==> src/design/tlnvf_pkg.sv <==
// Package for the text line number and visible-character filter.
// Holds byte constants, configuration types and register indexes.
// No dependencies.
package tlnvf_pkg;

  localparam int NUMBER_DIGITS_DEF = 6;

  localparam logic [7:0] CH_TAB    = 8'h09;
  localparam logic [7:0] CH_LF     = 8'h0A;
  localparam logic [7:0] CH_SPACE  = 8'h20;
  localparam logic [7:0] CH_DOLLAR = 8'h24;
  localparam logic [7:0] CH_DASH   = 8'h2D;
  localparam logic [7:0] CH_QMARK  = 8'h3F;
  localparam logic [7:0] CH_UPPER_I = 8'h49;
  localparam logic [7:0] CH_UPPER_M = 8'h4D;
  localparam logic [7:0] CH_CARET  = 8'h5E;
  localparam logic [7:0] CH_DEL    = 8'h7F;
  localparam logic [7:0] CH_META_LO = 8'h80;
  localparam logic [7:0] CH_META_HI = 8'h9F;
  localparam logic [7:0] CH_CTRL_HI = 8'h1F;
  localparam logic [7:0] CH_OFFSET = 8'h40;

  localparam int CFG_INDEX_W = 3;

  typedef enum logic [CFG_INDEX_W-1:0] {
    REG_NUMBER_ALL       = 3'd0,
    REG_NUMBER_NONBLANK  = 3'd1,
    REG_SQUEEZE_BLANK    = 3'd2,
    REG_SHOW_ENDS        = 3'd3,
    REG_SHOW_TABS        = 3'd4,
    REG_SHOW_NONPRINTING = 3'd5
  } cfg_index_t;

  typedef struct packed {
    logic number_all;
    logic number_nonblank;
    logic squeeze_blank;
    logic show_ends;
    logic show_tabs;
    logic show_nonprinting;
  } cfg_t;

  // Kind of escape prefix placed before the final character.
  typedef enum logic [1:0] {
    ESC_NONE  = 2'd0,
    ESC_CARET = 2'd1,
    ESC_META  = 2'd2
  } esc_kind_t;

endpackage

==> src/design/tlnvf_core.sv <==
// Per-item transform: line state registers and the combinational expansion
// of one input byte into its full list of result bytes.
// Depends on tlnvf_pkg.
module tlnvf_core #(
  parameter int NUMBER_DIGITS = tlnvf_pkg::NUMBER_DIGITS_DEF,
  parameter int MAX_RES       = NUMBER_DIGITS + 5,
  parameter int CNT_W         = $clog2(MAX_RES + 1)
) (
  input  logic                        clk,
  input  logic                        rst,
  input  tlnvf_pkg::cfg_t             cfg,
  input  logic                        accept,
  input  logic [7:0]                  data_byte,
  input  logic                        new_file,
  output logic [MAX_RES-1:0][7:0]     res_bytes,
  output logic [CNT_W-1:0]            res_count
);
  import tlnvf_pkg::*;

  logic [7:0]                    previous_byte;
  logic                          blank_line_seen;
  logic [NUMBER_DIGITS-1:0][3:0] line_digits;

  logic [7:0]                    previous_byte_next;
  logic                          blank_line_seen_next;
  logic [NUMBER_DIGITS-1:0][3:0] line_digits_next;

  logic [7:0]                    eff_prev;
  logic                          eff_blank;
  logic [NUMBER_DIGITS-1:0][3:0] eff_digits;
  logic [NUMBER_DIGITS-1:0][3:0] bumped;
  logic [MAX_RES-1:0][7:0]       num_bytes;
  logic                          squeeze;
  logic                          numbering;
  logic                          dollar;
  esc_kind_t                     esc_kind;
  logic [7:0]                    final_ch;
  logic [2:0][7:0]               esc_bytes;
  logic [CNT_W-1:0]              num_len;
  logic [CNT_W-1:0]              pos_dollar;
  logic [CNT_W-1:0]              pos_esc;
  logic [CNT_W-1:0]              pos_final;
  logic [CNT_W-1:0]              esc_len;

  // A new file starts from cleared line state.
  always_comb begin
    if (new_file) begin
      eff_prev   = CH_LF;
      eff_blank  = 1'b0;
      eff_digits = '0;
    end else begin
      eff_prev   = previous_byte;
      eff_blank  = blank_line_seen;
      eff_digits = line_digits;
    end
  end

  // Decimal increment that sticks at all nines.
  always_comb begin
    logic low_nines;
    logic all_nines;
    low_nines = 1'b1;
    all_nines = 1'b1;
    bumped    = eff_digits;
    for (int i = 0; i < NUMBER_DIGITS; i++) begin
      if (eff_digits[i] != 4'd9) all_nines = 1'b0;
    end
    for (int i = 0; i < NUMBER_DIGITS; i++) begin
      if (!all_nines && low_nines) begin
        bumped[i] = (eff_digits[i] == 4'd9) ? 4'd0 : eff_digits[i] + 4'd1;
      end
      low_nines = low_nines && (eff_digits[i] == 4'd9);
    end
  end

  // Number field, most significant digit first, leading zeros as spaces.
  always_comb begin
    logic seen;
    seen      = 1'b0;
    num_bytes = '0;
    for (int i = NUMBER_DIGITS - 1; i >= 0; i--) begin
      seen = seen || (bumped[i] != 4'd0) || (i == 0);
      num_bytes[NUMBER_DIGITS - 1 - i] = seen ? {4'h3, bumped[i]} : CH_SPACE;
    end
    num_bytes[NUMBER_DIGITS] = CH_TAB;
  end

  always_comb begin
    squeeze   = cfg.squeeze_blank && (eff_prev == CH_LF) && (data_byte == CH_LF) &&
                eff_blank;
    numbering = (eff_prev == CH_LF) &&
                ((cfg.number_all && !cfg.number_nonblank) ||
                 (cfg.number_nonblank && (data_byte != CH_LF)));
    dollar    = cfg.show_ends && (data_byte == CH_LF);
  end

  // Escape notation for tabs and nonprinting bytes.
  always_comb begin
    esc_kind = ESC_NONE;
    final_ch = data_byte;
    if (cfg.show_tabs && (data_byte == CH_TAB)) begin
      esc_kind = ESC_CARET;
      final_ch = CH_UPPER_I;
    end else if (cfg.show_nonprinting) begin
      if (data_byte >= CH_META_LO && data_byte <= CH_META_HI) begin
        esc_kind = ESC_META;
        final_ch = data_byte - CH_OFFSET;
      end else if (data_byte == CH_DEL) begin
        esc_kind = ESC_CARET;
        final_ch = CH_QMARK;
      end else if (data_byte <= CH_CTRL_HI && data_byte != CH_LF &&
                   data_byte != CH_TAB) begin
        esc_kind = ESC_CARET;
        final_ch = data_byte + CH_OFFSET;
      end
    end
  end

  always_comb begin
    case (esc_kind)
      ESC_CARET: begin
        esc_len   = CNT_W'(1);
        esc_bytes = {8'h00, 8'h00, CH_CARET};
      end
      ESC_META: begin
        esc_len   = CNT_W'(3);
        esc_bytes = {CH_CARET, CH_DASH, CH_UPPER_M};
      end
      default: begin
        esc_len   = '0;
        esc_bytes = '0;
      end
    endcase
  end

  // Each result position picks its byte from the segment it falls in.
  always_comb begin
    logic [CNT_W-1:0] p;
    logic [CNT_W-1:0] k;
    num_len    = numbering ? CNT_W'(NUMBER_DIGITS + 1) : '0;
    pos_dollar = num_len;
    pos_esc    = num_len + CNT_W'(dollar);
    pos_final  = pos_esc + esc_len;
    res_count  = squeeze ? '0 : pos_final + CNT_W'(1);
    for (int i = 0; i < MAX_RES; i++) begin
      p = CNT_W'(i);
      k = p - pos_esc;
      if (p < num_len) begin
        res_bytes[i] = num_bytes[i];
      end else if (dollar && p == pos_dollar) begin
        res_bytes[i] = CH_DOLLAR;
      end else if (p >= pos_esc && p < pos_final) begin
        res_bytes[i] = esc_bytes[k[1:0]];
      end else if (p == pos_final) begin
        res_bytes[i] = final_ch;
      end else begin
        res_bytes[i] = 8'h00;
      end
    end
  end

  always_comb begin
    if (squeeze) begin
      previous_byte_next   = CH_LF;
      blank_line_seen_next = eff_blank;
      line_digits_next     = eff_digits;
    end else begin
      previous_byte_next   = final_ch;
      blank_line_seen_next = (eff_prev == CH_LF) && (data_byte == CH_LF);
      line_digits_next     = numbering ? bumped : eff_digits;
    end
  end

  always_ff @(posedge clk) begin
    if (rst) begin
      previous_byte   <= CH_LF;
      blank_line_seen <= 1'b0;
      line_digits     <= '0;
    end else if (accept) begin
      previous_byte   <= previous_byte_next;
      blank_line_seen <= blank_line_seen_next;
      line_digits     <= line_digits_next;
    end
  end

endmodule

==> src/design/tlnvf_outbuf.sv <==
// Result register: holds the expanded bytes of one item and shifts them out
// one per output handshake. Depends on tlnvf_pkg only for the default of MAX_RES.
// No submodules.
module tlnvf_outbuf #(
  parameter int MAX_RES = tlnvf_pkg::NUMBER_DIGITS_DEF + 5,
  parameter int CNT_W   = $clog2(MAX_RES + 1)
) (
  input  logic                    clk,
  input  logic                    rst,
  input  logic                    load,
  input  logic [MAX_RES-1:0][7:0] load_bytes,
  input  logic [CNT_W-1:0]        load_count,
  output logic                    out_valid,
  input  logic                    out_ready,
  output logic [7:0]              out_byte,
  output logic                    last_of_run,
  output logic                    can_load
);

  logic [MAX_RES-1:0][7:0] buffer;
  logic [CNT_W-1:0]        count;
  logic                    take;

  assign out_valid   = (count != '0);
  assign out_byte    = buffer[0];
  assign last_of_run = (count == CNT_W'(1));
  assign take        = out_valid && out_ready;
  // A new item may enter as the last pending byte leaves.
  assign can_load    = !out_valid || (take && last_of_run);

  always_ff @(posedge clk) begin
    if (rst) begin
      count <= '0;
    end else if (load) begin
      count <= load_count;
    end else if (take) begin
      count <= count - CNT_W'(1);
    end
  end

  always_ff @(posedge clk) begin
    if (load) begin
      buffer <= load_bytes;
    end else if (take) begin
      for (int i = 0; i < MAX_RES - 1; i++) begin
        buffer[i] <= buffer[i + 1];
      end
      buffer[MAX_RES-1] <= 8'h00;
    end
  end

endmodule

==> src/design/text_line_number_visible_filter.sv <==
// The first result byte of an item is shown the cycle after it is accepted.
// One result byte per cycle while out_ready is high; an item is accepted every cycle
// while each yields one byte, and a longer item holds the input until its last byte is
// taken (set by the single result shift register). Squeezed items yield no byte.
// Reset (synchronous, active high) clears options, line state and pending results.
module text_line_number_visible_filter #(
  parameter int NUMBER_DIGITS = tlnvf_pkg::NUMBER_DIGITS_DEF
) (
  input  logic                              clk,
  input  logic                              rst,
  input  logic                              cfg_write,
  input  logic [tlnvf_pkg::CFG_INDEX_W-1:0] cfg_index,
  input  logic                              cfg_data,
  input  logic                              in_valid,
  output logic                              in_ready,
  input  logic [7:0]                        data_byte,
  input  logic                              new_file,
  output logic                              out_valid,
  input  logic                              out_ready,
  output logic [7:0]                        out_byte,
  output logic                              last_of_run
);
  import tlnvf_pkg::*;

  localparam int MAX_RES = NUMBER_DIGITS + 5;
  localparam int CNT_W   = $clog2(MAX_RES + 1);

  cfg_t                    cfg;
  logic                    accept;
  logic [MAX_RES-1:0][7:0] res_bytes;
  logic [CNT_W-1:0]        res_count;

  always_ff @(posedge clk) begin
    if (rst) begin
      cfg <= '0;
    end else if (cfg_write) begin
      case (cfg_index)
        REG_NUMBER_ALL:       cfg.number_all       <= cfg_data;
        REG_NUMBER_NONBLANK:  cfg.number_nonblank  <= cfg_data;
        REG_SQUEEZE_BLANK:    cfg.squeeze_blank    <= cfg_data;
        REG_SHOW_ENDS:        cfg.show_ends        <= cfg_data;
        REG_SHOW_TABS:        cfg.show_tabs        <= cfg_data;
        REG_SHOW_NONPRINTING: cfg.show_nonprinting <= cfg_data;
        default: ;
      endcase
    end
  end

  assign accept = in_valid && in_ready;

  tlnvf_core #(
    .NUMBER_DIGITS (NUMBER_DIGITS),
    .MAX_RES       (MAX_RES),
    .CNT_W         (CNT_W)
  ) u_core (
    .clk       (clk),
    .rst       (rst),
    .cfg       (cfg),
    .accept    (accept),
    .data_byte (data_byte),
    .new_file  (new_file),
    .res_bytes (res_bytes),
    .res_count (res_count)
  );

  tlnvf_outbuf #(
    .MAX_RES (MAX_RES),
    .CNT_W   (CNT_W)
  ) u_outbuf (
    .clk         (clk),
    .rst         (rst),
    .load        (accept),
    .load_bytes  (res_bytes),
    .load_count  (res_count),
    .out_valid   (out_valid),
    .out_ready   (out_ready),
    .out_byte    (out_byte),
    .last_of_run (last_of_run),
    .can_load    (in_ready)
  );

endmodule

==> config.mk <==
export PLATFORM = sky130hd
export DESIGN_NAME = text_line_number_visible_filter
export DESIGN_NICKNAME = d
export VERILOG_FILES = /design/src/design/tlnvf_pkg.sv /design/src/design/tlnvf_core.sv /design/src/design/tlnvf_outbuf.sv /design/src/design/text_line_number_visible_filter.sv
export SDC_FILE = /design/constraint.sdc
export NUM_CORES = 1
export LEC_CHECK = 0
export BUFFER_PORTS_ARGS = -buffer_cell sky130_fd_sc_hd__buf_2
export CAP_MARGIN = 20
export CORE_MARGIN = 1
export CORE_UTILIZATION = 35
export DETAILED_ROUTE_END_ITERATION = 8
export GPL_TIMING_DRIVEN = 0
export PLACE_DENSITY = 0.64
export SLEW_MARGIN = 30
export SYNTH_ARGS = -nofsm -noshare
export SYNTH_HDL_FRONTEND = slang
export SYNTH_SLANG_ARGS = --single-unit
==> constraint.sdc <==
create_clock -name clk -period 6.6 [get_ports clk]
set_clock_uncertainty 0.2 [all_clocks]
set_input_delay 1.32 -clock clk [delete_from_list [all_inputs] [get_ports clk]]
set_output_delay 1.32 -clock clk [all_outputs]
set_load 0.01 [all_outputs]
# After elaboration in Yosys (flattened, before gate mapping)
# Cells that the tools add are included.
[op_classes]
n_eq_ne = 46
n_mux = 114
reduce_logical = 71
n_lt_le_gt_ge = 47
n_addsub = 23
[op_table]
columns = ["operator", "count"]
rows = [
  ["$mux W8", 62],
  ["$bmux W8 S2", 11],
  ["$mux W88", 2],
  ["$mux W24", 3],
  ["$mux W4", 15],
  ["$logic_and A1 B1 Y1", 46],
  ["$pmux W23 S2", 1],
  ["$lt A2 B3 Y1 const B", 11],
  ["$eq A3 B4 Y1 const A", 8],
  ["$lt A3 B4 Y1 const A", 8],
  ["$add A4 B1 Y4 const B", 7],
  ["$mux W5", 5],
  ["$eq A4 B4 Y1 const A", 6],
  ["$eq A4 B4 Y1 const B", 6],
  ["$eq A8 B4 Y1 const B", 3],
  ["$lt A4 B4 Y1 const A", 6],
  ["$ne A4 B4 Y1 const B", 6],
  ["$reduce_bool A4 Y1", 6],
  ["$eq A2 B4 Y1 const A", 4],
  ["$ge A3 B4 Y1 const A", 4],
  ["$lt A1 B4 Y1 const A", 4],
  ["$lt A2 B4 Y1 const A", 4],
  ["$ne A8 B4 Y1 const B", 2],
  ["$ge A4 B4 Y1 const A", 3],
  ["30 further kinds", 68],
]
[word_totals]
regBits = 131

# Longest topological paths before layout
# Gate-level depths: netlist of run 1.
[logic_depth]
depth_word = 19
depth_mapped = 21
depth_no_buf = 20

# Modules after synthesis
# Synthesis of run 1 repeated with hierarchy kept, for this count alone.
[unflattened]
hier_cells = 914
area_unflattened_um2 = 8902.3
[by_module_without_submodules]
columns = ["mod", "area_each_um2", "seq_area_each_um2", "cells_each", "instances"]
rows = [
  ["tlnvf_core", 4594.4, 660.6, 659, 1],
  ["tlnvf_outbuf", 4007.6, 2722.6, 229, 1],
  ["text_line_number_visible_filter", 300.3, 120.1, 26, 1],
]

# Worst setup path after synthesis of run 1
# Ideal clock, no wire load.
[synth_path]
path_kind = "input to register"
startpoint = "input port data_byte[6]"
endpoint = "register u_outbuf.buffer[20] (netlist name) (data pin)"
cell_stages = 19
t_required_ns = 6.269
arrival_ns = 5.942
slack_ns = 0.327
cell_sequence = "inv_1 > ha_1 > and2_1 > and3_1 > a211oi_2 > clkbuf_1 > buf_1 > ha_1 > buf_1 > inv_1 > fa_1 > inv_1 > ha_1 > nor3_1 > and2_0 > clkbuf_1 > a21oi_1 > a21oi_1 > a22o_1"
[synth_between]
elab_chain_len = 17
elab_cells_between_ends = 48
cone_classes = "add/sub: 3; order compare: 6; eq/ne: 9; mux: 20; reduce/logical: 10"
[synth_rtl]
columns = ["item", "line_no", "source"]
rows = [
  ["start: declaration", "text_line_number_visible_filter.sv:16", "input logic [7:0] data_byte,"],
  ["$le A8 B5 Y1 or $ne A8 B4 Y1 (tied branches)", "tlnvf_core.sv:111, tlnvf_core.sv:93", ""],
  ["$logic_and A1 B1 Y1 (2 in a row)", "tlnvf_core.sv:111", "end else if (data_byte <= CH_CTRL_HI && data_byte != CH_LF &&"],
  ["$mux W1", "tlnvf_core.sv:111", ""],
  ["$mux W2", "tlnvf_core.sv:108", "end else if (data_byte == CH_DEL) begin"],
  ["$mux W2", "tlnvf_core.sv:105", "if (data_byte >= CH_META_LO && data_byte <= CH_META_HI) begin"],
  ["$mux W2", "tlnvf_core.sv:104", "end else if (cfg.show_nonprinting) begin"],
  ["$mux W2", "tlnvf_core.sv:101", "if (cfg.show_tabs && (data_byte == CH_TAB)) begin"],
  ["$eq A2 B2 Y1 or $eq A2 B1 Y1 (tied branches)", "tlnvf_core.sv:120", "case (esc_kind)"],
  ["$pmux W2 S2", "tlnvf_core.sv:120", ""],
  ["$add A4 B2 Y4", "tlnvf_core.sv:143", "pos_final = pos_esc + esc_len;"],
  ["$lt A2 B4 Y1 or $eq A2 B4 Y1 (tied branches)", "tlnvf_core.sv:152, tlnvf_core.sv:154", ""],
  ["$logic_and A1 B1 Y1 or $mux W8 (tied branches)", "tlnvf_core.sv:152, tlnvf_core.sv:154", ""],
  ["$mux W8", "tlnvf_core.sv:152", "end else if (p >= pos_esc && p < pos_final) begin"],
  ["$mux W8", "tlnvf_core.sv:150", "end else if (dollar && p == pos_dollar) begin"],
  ["$mux W8 *", "tlnvf_core.sv:148", "if (p < num_len) begin"],
  ["$mux W88 *", "tlnvf_outbuf.sv:42", "if (load) begin"],
  ["end signal: assignment", "tlnvf_outbuf.sv:43", "buffer <= load_bytes;"],
  ["end signal: indexed assignment", "tlnvf_outbuf.sv:46", "buffer[i] <= buffer[i + 1];"],
  ["end: declaration", "tlnvf_outbuf.sv:20", "logic [MAX_RES-1:0][7:0] buffer;"],
]
# Mark *: on every way between the ends. The rest lies on a longest branch, timed or not. The select of a mux whose other input is x is not followed.
# A chain may end at the register's enable or synchronous reset.

# Worst setup path in the final report of run 1
[layout_path]
startpoint = "input port data_byte[6]"
endpoint = "register u_outbuf.buffer (netlist bit u_outbuf.out_byte[1]) (data pin)"
[layout_between]
elab_chain_len = 17
elab_cells_between_ends = 48
cone_classes = "add/sub: 3; order compare: 6; eq/ne: 7; mux: 20; reduce/logical: 12"
[layout_rtl]
columns = ["item", "line_no"]
rows = [
  ["$le A8 B5 Y1 or $ne A8 B4 Y1 (tied branches)", "tlnvf_core.sv:111, tlnvf_core.sv:93"],
  ["$logic_and A1 B1 Y1 (2 in a row)", "tlnvf_core.sv:111"],
  ["$mux W1", "tlnvf_core.sv:111"],
  ["$mux W2", "tlnvf_core.sv:108"],
  ["$mux W2", "tlnvf_core.sv:105"],
  ["$mux W2", "tlnvf_core.sv:104"],
  ["$mux W2", "tlnvf_core.sv:101"],
  ["$eq A2 B2 Y1 or $eq A2 B1 Y1 (tied branches)", "tlnvf_core.sv:120"],
  ["$pmux W2 S2", "tlnvf_core.sv:120"],
  ["$add A4 B2 Y4", "tlnvf_core.sv:143"],
  ["$lt A1 B4 Y1 or $logic_not A4 Y1 (tied branches)", "tlnvf_core.sv:152, tlnvf_core.sv:154"],
  ["$logic_and A1 B1 Y1 or $mux W8 (tied branches)", "tlnvf_core.sv:152, tlnvf_core.sv:154"],
  ["$mux W8", "tlnvf_core.sv:152"],
  ["$mux W8", "tlnvf_core.sv:150"],
  ["$mux W8 *", "tlnvf_core.sv:148"],
  ["$mux W88 *", "tlnvf_outbuf.sv:42"],
]
# Marks and branches as above.

==> results of run 1 <==
==> power by group through the flow <==
| stage | Clock (mW) | Sequential [mW] | Combinational, mW |
|---|---|---|---|
| final | 1.01 | 1.44 | 1.22 |
| after CTS | 1.01 | 1.44 | 1.19 |
| after global routing | 1.05 | 1.47 | 1.33 |
| after detailed placement | 0 | 1.46 | 1.19 |
| after floorplan | 0 | 1.43 | 0.767 |
| after global placement | 0 | 1.47 | 1.15 |
==> sequential cells by signal, indices dropped and copies added (netlist names) <==
register and cells:
u_core.previous_byte 8, u_core.line_digits 24, u_outbuf.count 4, u_outbuf.buffer 80
u_core.blank_line_seen 1, u_outbuf.out_byte 8, cfg 6
==> cell usage after synthesis (7+ instances only) <==
library cell  count  share of area [%]
a211oi_1         10               0.90
a21oi_1          55                3.3
a221oi_1         11                1.2
a22o_1            9               0.95
a22oi_1          21                1.9
a31oi_1          11               0.83
and2_1           10               0.75
and3_1           11               0.83
buf_2             7               0.42
buf_4            10               0.90
clkbuf_1         45                2.0
dfxtp_1          43                 10
edfxtp_1         88                 32
ha_1             24                3.6
inv_1            27                1.2
mux2i_1          12                1.4
nand2_1         141                6.4
nand2b_1         10               0.75
nand3_1          22                1.3
nand3b_1          7               0.63
nand4_1           9               0.68
nor2_1          108                4.9
nor3_1           16               0.96
nor4_1            8               0.60
o21ai_0          64                3.9
o31ai_1           7               0.63
xnor2_1          15                1.6
xor2_1            9               0.95
==> final cells by class <==
class / instances / area [um2]
clock buffers: 17 / 425
clock inverters: 15 / 193
inverters: 28 / 105
well taps: 319 / 399
repair buffers: 30 / 183
flip-flops and latches: 131 / 3500
fillers: 2367 / 13800
plain buffers: 72 / 393
multi-input cells: 704 / 4380
==> stage by stage <==
stage               std cells  instance area (um2)  worst slack, ps  TNS [ps]  power, mW
floorplan                 936                 8310              327         0       2.20
global placement         1279                 8830            -1430    -61890       2.61
detailed placement       1281                 8890            -1480    -60880       2.65
CTS                      1313                 9540             44.7         0       3.65
global route             1316                 9580             28.0         0       3.85
finish                   1316                 9580              240         0       3.67
==> per-layer routing <==
| metal | vias up | global-route usage [%] |
|---|---|---|
| met5 | - | 0 |
| li1 | 3509 | - |
| met1 | 3636 | 30.3 |
| met3 | 79 | 5.72 |
| met2 | 417 | 35.3 |
| met4 | 0 | 10.9 |
==> worst max path at each step <==
stage	start	to	slack, ps	depth (start not counted)
after detailed placement	data_byte[6]	u_outbuf.buffer[18]	-1480	20
after global routing	data_byte[6]	u_outbuf.buffer[9]	30	20
final	data_byte[6]	u_outbuf.out_byte[1]	240	20
after global placement	data_byte[6]	u_outbuf.buffer[17]	-1430	20
after floorplan	data_byte[6]	u_outbuf.buffer[20]	330	19
after CTS	data_byte[6]	u_outbuf.buffer[18]	40	22
==> tightest hold or removal path, cell delays in order (launching register included) <==
cell     delay [ps]
dfxtp_1         310
nand2_1          50
a21oi_1          50
==> cell families after synthesis <==
family	Yosys count	synth area share, %
simple gates	390	23.5
compound gates	247	19.8
flops	131	42.1
buf+inv	101	5.92
fa+ha+maj	25	3.85
xor+xnor	24	2.53
mux	18	2.26
==> layout by cell type, fill, tap and decap left out, types with 12 or more instances in the layout <==
cell,n
o21ai_0,64
clkbuf_1,42
xnor2_1,15
nor3_1,15
clkbuf_16,17
nand2_1,141
a21oi_1,55
a22oi_1,21
mux2i_1,12
nand3_1,22
edfxtp_1,88
dfxtp_1,43
buf_4,15
buf_2,33
ha_1,24
nor2_1,108
inv_1,27
==> repair_timing <==
item                       in CTS  in global routing
setup endpoints to repair      78                 36
gates resized for setup         7                  6
pin swaps                       0                  2
buffers inserted                0                  4
==> results.cfg, run 1 <==
[outcome]
outcome = finished clean

[setup_path]
cpMaxStageDelayCell = fa_2
timing.rr.start = u_core.previous_byte[4]
arrival_ps = 6330
crit_path_frequent_cell = ha_1
r2r_slack_ps = 1190
r2r_end = u_outbuf.out_byte[1]
endpoint_kind = register
crit_type = in2reg
crit_buf_inv = 7
cp_cell_sequence = buf_2, inv_1, ha_1, and2_1, and3_1, a211oi_4, clkbuf_4, buf_4, ha_1, clkbuf_1, inv_1, ha_1, inv_1, fa_2, ha_1, and3_1, nor3b_1, a21o_1, a221oi_1, nor2_1
crit_family = adder cells
crit_fanout = 12
slowest_delay_ps = 640
worstRegToRegCells = 17
cp-start-kind = input port
cp.required_ps = 6570

[clock_tree]
cts.sinks = 131
htree_levels = 4
cts_tree = yes
worstSkewPairLatency_ps = 440
cts_max_path_buffers = 2
clk_pin_slew_ps = 60
cts_buffers = 17
hold_buffers = 0
ctsRootBufferMaster = clkbuf_16

[global_routing]
overflow = 0
grt_pass1_vias = 7112
grt_usage_pct = 23.0
antenna_found_initial = 0
grt_start_max_net_pins = 87
grt_pass1_wl_um = 41600

[placed_design]
dpl.hpwl_um = 19700
gp_congestion = 0.983
port_buffers = 24

[route]
dr.pass1.iters = 7
drc = 0
postRouteAntennaNets = 0
met3_length_um = 2660
first_iter_violations = 1018
drt-total-wl_um = 27300
highest_layer = met4
met1_length_um = 11600
vias_per_cell = 5.81
dr_wl_met2_um = 11900
wl_per_cell_um = 20.8
vias = 7641

[sta]
finalHoldViolCount = 0
slew_violations = 0
fin_crit_sh_pct = 96.4
slew_headroom_pct = 41.8
whs_ps = 253
setup_viol = 0
min_period_ps = 6360
fmax_mhz = 157
rsz0062_at_grt = no
max_slew.worst_pin.slew_ps = 866

[synth]
netlist_area_mm2 = 0.00831
yosys_most_used_dff = edfxtp_1
synthesis.nets = 979
synthDistinctLibCells = 88
seq_area_frac_synth_pct = 42.1
ys_ff_latch = 131
avgSynthCellArea_um2 = 8.88
synth_edf_count = 88
ys.warnings.count = 0
ys_async_sr_fraction_pct = 0
syn_inst = 936

[hold_path]
holdPathStages = 2
worstHoldPathType = reg2reg
min_from = u_core.previous_byte[4]
hold_end = u_core.previous_byte[4]

[power_and_ir_drop]
swShare_pct = 36.1
clockPowerShare_pct = 27.6
comb_power_share_pct = 33.1
netSwitchingPower_mw = 1.33
seqPwrFrac_pct = 39.3
p_int_mw = 2.35
p_per_area_mw_per_mm2 = 384
p_leak_nw = 3.44
ir_worst_vdd_uv = 228

[die]
fp-row-count = 56
core_area_mm2 = 0.0234
start_util_pct = 35.5
io-pin-count = 29
die-area_mm2 = 0.0244
die_x_um = 156
die_y_um = 156

[final_layout]
antennaDiodeCount = 0
fin_nets = 1027
syn2layout_area_growth_pct = 15.2
layout-drive-gt1-share_pct = 12.5
final_util_pct = 40.9

[run]
cap_violations = 0
No activity file was read; power rests on OpenSTA's default activity.
==> run 2: changes to the inputs <==
--- a/config.mk
+++ b/config.mk
@@ -7,11 +7,13 @@
 export LEC_CHECK = 0
 export BUFFER_PORTS_ARGS = -buffer_cell sky130_fd_sc_hd__buf_2
 export CAP_MARGIN = 20
+export CELL_PAD_IN_SITES_DETAIL_PLACEMENT = 1
+export CELL_PAD_IN_SITES_GLOBAL_PLACEMENT = 2
 export CORE_MARGIN = 1
 export CORE_UTILIZATION = 35
 export DETAILED_ROUTE_END_ITERATION = 8
 export GPL_TIMING_DRIVEN = 0
-export PLACE_DENSITY = 0.64
+export PLACE_DENSITY = 0.87
 export SLEW_MARGIN = 30
 export SYNTH_ARGS = -nofsm -noshare
 export SYNTH_HDL_FRONTEND = slang
==> run 2 against run 1 <==
Against the previous run: non-clock buffer count up 2; sequential share of layout area increased by 0.081 points; largest power group unchanged; count of clock-buffer cells in the layout grew 2; utilization is 0.091 points lower; clock power down 4%; sequential power barely moved; critical path depth increased by 2; via count about the same; flip-flop and latch count stayed put; fmax is 0.21% higher; first-iteration DRC count decreased by 34%.
==> results.cfg, run 2 (same netlist as run 1, synthesis figures left out) <==
[outcome]
outcome = finished clean

[placed_design]
place_inst = 1282
dp_slack_ps = -1570
dpl.hpwl_um = 21800
port_buffers = 24
gp_congestion = 0.953

[power_and_ir_drop]
ir_worst_vdd_uv = 205
seqPwrFrac_pct = 39.6
total_power_mw = 3.68
p_leak_nw = 3.43
comb_power_share_pct = 34.0
netSwitchingPower_mw = 1.37
p_int_mw = 2.31
clockPowerShare_pct = 26.4
swShare_pct = 37.3
p_per_area_mw_per_mm2 = 385

[sta]
setup_ws_ps = 254
min_period_ps = 6350
fin_crit_sh_pct = 96.2
finalHoldViolCount = 0
rsz0062_at_grt = yes
fmax_mhz = 158
max_slew.worst_pin.slew_ps = 900
setup_viol = 0
slew_headroom_pct = 39.9
slew_violations = 0
tns_ps = 0

[die]
start_util_pct = 35.5
die_y_um = 156
io-pin-count = 29
die_x_um = 156
core_area_mm2 = 0.0234
fp-row-count = 56
die-area_mm2 = 0.0244

[route]
postRouteAntennaNets = 0
drc = 0
wl_per_cell_um = 22.9
first_iter_violations = 674
dr.pass1.iters = 5
vias_per_cell = 5.80
vias = 7647
drt-total-wl_um = 30100

[final_layout]
syn2layout_area_growth_pct = 15.0
final_util_pct = 40.8
finalNonFillerCells = 1318
fin_nets = 1029
largest_register_ff_count = 80
top_regs = u_outbuf.buffer (80), u_core.line_digits (24)
fillers = 2803
antennaDiodeCount = 0
final_common_cell = nand2_1
regMostFlops = u_outbuf.buffer
mostFrequentLayoutCells = 141 x nand2_1, 108 x nor2_1, 88 x edfxtp_1
layout-drive-gt1-share_pct = 12.5

[global_routing]
grt_pass1_wl_um = 45600
grt_start_max_net_pins = 85
overflow = 0
antenna_found_initial = 0
grt_pass1_vias = 7566
grt_usage_pct = 25.5

[hold_path]
holdPathStages = 2
worstHoldPathType = reg2reg

[clock_tree]
worstSkewPairLatency_ps = 440
ctsRootBufferMaster = clkbuf_16
htree_levels = 4
cts_tree = yes
cts_max_path_buffers = 2
hold_buffers = 0
cts_buffers = 17
clk_pin_slew_ps = 70
cts.sinks = 131

[setup_path]
cp.required_ps = 6660
worstRegToRegCells = 19
arrival_ps = 6400
endpoint_kind = register
cp-start-kind = input port
cp_cell_sequence = buf_2, inv_1, ha_1, and2_1, and3_1, a211oi_4, buf_2, buf_4, ha_1, clkbuf_1, inv_1, ha_1, inv_1, fa_2, inv_1, ha_1, nor3_4, and2_0, clkbuf_1, a211o_1, o21ai_0, o21ai_0
cpMaxStageDelayCell = fa_2
crit_fanout = 12
crit_type = in2reg
path_depth = 22
crit_buf_inv = 9
crit_family = adder cells
slowest_delay_ps = 640

[run]
cap_violations = 0
## run 2: area by class of cell
type	count	area, um2	share of cell area (%)
buffer	72	389	4.07
multi-input combinational	704	4370	45.8
sequential	131	3500	36.7
inverter	28	105	1.10
clock buffer	19	433	4.53
tap	319	399	4.18
timing repair buffer	32	200	2.10
clock inverter	13	151	1.58
## run 2: power groups by stage
stage	logic [mW]	registers, mW	clock network [mW]
after floorplan	0.767	1.43	0
after global placement	1.17	1.47	0
after detailed placement	1.23	1.47	0
after CTS	1.24	1.45	0.975
after global routing	1.36	1.48	1.01
final	1.25	1.46	0.972
## run 2: path summary, 6_finish.rpt
kind / from / slack, ps / end
setup / recovery: data_byte[6] / 250 / u_outbuf.buffer[18]
hold reg to reg: u_core.previous_byte[5] / 260 / u_core.previous_byte[5]
setup reg to reg: u_core.previous_byte[3] / 1220 / u_outbuf.buffer[18]
hold / removal: u_core.previous_byte[5] / 260 / u_core.previous_byte[5]
## run 2: worst register-to-register path, cell delays in order, from the launching register on
cell and delay, ps:
dfxtp_1 320, nor4bb_1 300, a21oi_1 230, a211oi_4 310, buf_2 290, buf_4 280, ha_1 310, clkbuf_1 250
inv_1 110, ha_1 190, inv_1 70, fa_2 640, inv_1 130, ha_1 280, nor3_4 250, and2_0 170
clkbuf_1 260, a211o_1 220, o21ai_0 130, o21ai_0 260
## run 2: metal layers
layer  wire length (um)  global-route usage [%]
met1              13100                    33.9
met4               1010                    11.5
met3               2410                    5.72
met2              13600                    39.5
met5                  0                       0
## run 2: timing repair
item	4_1_cts	5_1_grt
setup buffers	0	5
gates cloned	0	0
gates resized for setup	7	3
setup endpoints to repair	85	31
pin swaps	1	2
## run 2: through the flow
stage               hold WS (ps)  area [um2]
floorplan                    229        8310
global placement             243        8830
detailed placement           252        8900
CTS                          265        9510
global route                 289        9560
finish                       265        9560
==> run 3: changes to the inputs <==
--- a/config.mk
+++ b/config.mk
@@ -5,15 +5,16 @@
 export SDC_FILE = /design/constraint.sdc
 export NUM_CORES = 1
 export LEC_CHECK = 0
+export ABC_AREA = 1
 export BUFFER_PORTS_ARGS = -buffer_cell sky130_fd_sc_hd__buf_2
 export CAP_MARGIN = 20
 export CELL_PAD_IN_SITES_DETAIL_PLACEMENT = 1
 export CELL_PAD_IN_SITES_GLOBAL_PLACEMENT = 2
 export CORE_MARGIN = 1
-export CORE_UTILIZATION = 35
+export CORE_UTILIZATION = 33
 export DETAILED_ROUTE_END_ITERATION = 8
 export GPL_TIMING_DRIVEN = 0
-export PLACE_DENSITY = 0.87
+export PLACE_DENSITY = 0.88
 export SLEW_MARGIN = 30
 export SYNTH_ARGS = -nofsm -noshare
 export SYNTH_HDL_FRONTEND = slang
==> run 3 against run 2 <==
Against the previous run: worst hold slack improved by 6.6 ps; utilization fell by 1.6 points; critical path type unchanged; via count rose by 7.7%; total power rose by 12%; die area rose by 6.3%; flip-flop and latch count did not move; critical path depth rose by 2; first-iteration DRC count rose by 8.9%.
==> results.cfg, run 3 <==
[synth]
ys.warnings.count = 0
synth_area_leaders = edfxtp_1 32%, nand2_1 13%, dfxtp_1 10%
synthDistinctLibCells = 50
yosys_most_used_dff = edfxtp_1
yosys-top-cells-count = 286 x nand2_1, 131 x inv_1, 127 x nor2_1, 104 x o21ai_0, 88 x edfxtp_1
seq_area_frac_synth_pct = 42.0
avgSynthCellArea_um2 = 7.43
synth_edf_count = 88
synth_top_area_cell = edfxtp_1
netlist_area_mm2 = 0.00834
yosysMostFrequentCell = nand2_1
ys_async_sr_fraction_pct = 0
ys_ff_latch = 131
synthesis.nets = 1166
syn_inst = 1123
synth_top_area_share_pct = 31.7

[final_layout]
final_common_cell = nand2_1
antennaDiodeCount = 0
fillers = 3071
largest_register_ff_count = 80
fin_nets = 1215
regMostFlops = u_outbuf.buffer
final_util_pct = 39.2
mostFrequentLayoutCells = 286 x nand2_1, 131 x inv_1, 125 x nor2_1
regArea_mm2 = 0.00350
syn2layout_area_growth_pct = 15.5
layout-drive-gt1-share_pct = 10.5
multiInputGateArea_mm2 = 0.00410
top_regs = u_outbuf.buffer (80), u_core.line_digits (24)

[setup_path]
cp.required_ps = 6700
endpoint_kind = register
crit_end = u_outbuf.buffer[17]
arrival_ps = 6430
crit_fanout = 12
startpoint = data_byte[6]
timing.rr.start = u_core.previous_byte[4]
r2r_slack_ps = 1200
crit_type = in2reg
worstRegToRegCells = 21
r2r_end = u_outbuf.buffer[17]
cp-start-kind = input port

[global_routing]
grt_usage_pct = 24.6
grt_pass1_wl_um = 47700
grt_pass1_vias = 8158
antenna_found_initial = 0
overflow = 0
grt_start_max_net_pins = 21

[route]
highest_layer = met4
drc = 0
dr.pass1.iters = 5
dr_wl_met2_um = 14400
first_iter_violations = 734
met1_length_um = 14200
vias = 8232
postRouteAntennaNets = 0
met3_length_um = 2060
drt-total-wl_um = 31100
vias_per_cell = 5.46
wl_per_cell_um = 20.6

[sta]
setup_viol = 0
max_slew.worst_pin.slew_ps = 872
whs_ps = 271
rsz0062_at_grt = no
fin_crit_sh_pct = 95.9
tns_ps = 0
fmax_mhz = 158
slew_headroom_pct = 41.9
slew_violations = 0
finalHoldViolCount = 0
min_period_ps = 6330

[clock_tree]
cts_tree = yes
cts.sinks = 131
hold_buffers = 0
worstSkewPairLatency_ps = 440
htree_levels = 4
clk_pin_slew_ps = 60
cts_setup_buffers = 0
cts_buffers = 17
cts_max_path_buffers = 2
ctsRootBufferMaster = clkbuf_16
cts_resized = 3

[power_and_ir_drop]
p_leak_nw = 4.00
ir_worst_vdd_uv = 202
p_per_area_mw_per_mm2 = 428

[die]
io-pin-count = 29
fp-row-count = 57
die_y_um = 161
core_area_mm2 = 0.0245
die-area_mm2 = 0.0259
die_x_um = 161
start_util_pct = 34.0

[placed_design]
gp_congestion = 0.985
port_buffers = 26
dpl.hpwl_um = 23600

[outcome]
outcome = finished clean

[run]
cap_violations = 0

[hold_path]
worstHoldPathType = reg2reg
## run 3: changes by cell type after synthesis, moves of 15 or more
cell      before  now
a22oi_1       21    6
o21ai_0       64  104
clkbuf_1      45   23
nand3_1       22   55
o211ai_1       2   17
a21oi_1       55   81
inv_1         27  131
nand2_1      141  286
nor2_1       108  127
## run 3: logic make-up (layout without fill, tap and decap cells)
| family | after synthesis | count (layout) | synth area share [%] |
|---|---|---|---|
| AND/OR/NAND/NOR | 516 | 516 | 26.3 |
| flip-flops | 131 | 131 | 42.0 |
| buffers and inverters | 186 | 248 | 9.32 |
| AO/OA/AOI/OAI | 258 | 258 | 17.8 |
| XOR/XNOR | 7 | 7 | 0.735 |
| adder cells (fa/ha/maj) | 25 | 25 | 3.84 |
## run 3: cell type report
class	count	area share (%)
buffer	49	2.66
clock buffer	17	4.42
clock inverter	15	2.14
inverter	136	5.38
multi-input combinational	806	42.5
sequential	131	36.4
tap	324	4.21
timing repair buffer	31	2.26
## run 3: critical path, stage by stage
cell and delay [ps]:
buf_2 130, inv_1 140, ha_1 240, nand2_1 80, nor4_2 320, nand2_1 90, nand3_1 310, inv_2 160
buf_2 240, buf_2 250, ha_1 480, inv_1 210, ha_1 240, inv_1 80, fa_1 410, xor2_2 360
nand2_1 310, o21ai_2 270, nand2_1 150, inv_1 200, nand2_1 90, o211ai_1 110, o21ai_0 130, nand2_1 90
## run 3: layer usage
metal / vias to the layer above / global-route usage, %
met5: - / 0
met1: 4058 / 33.6
met4: 0 / 7.08
met3: 42 / 4.57
met2: 283 / 39.6
li1: 3849 / -
## run 3: through the flow
stage,power (mW),area (um2),worst slack (ps),std cells
global placement,2.98,8880,-815,1473
detailed placement,3.08,8970,-721,1478
floorplan,2.49,8340,1110,1123
global route,4.34,9630,2.66,1509
finish,4.12,9630,268,1509
CTS,4.12,9620,110,1510
## run 3: worst min-delay path by stage
stage | startpoint | end | slack (ps) | cells past startpoint
2_1_floorplan | cfg[2] | cfg[2] | 230 | 2
3_3_place_gp | u_core.previous_byte[0] | u_core.previous_byte[0] | 250 | 2
3_5_place_dp | cfg[3] | cfg[3] | 260 | 2
4_1_cts | cfg[3] | cfg[3] | 270 | 2
5_1_grt | u_core.previous_byte[4] | u_core.previous_byte[4] | 290 | 2
6_report | u_core.previous_byte[4] | u_core.previous_byte[4] | 270 | 2
## run 3: power by group
group / internal (mW) / leakage [nW] / switching [mW]
logic: 0.488 / 2.46 / 1.07
registers: 1.41 / 1.25 / 0.117
clock network: 0.636 / 0.296 / 0.410
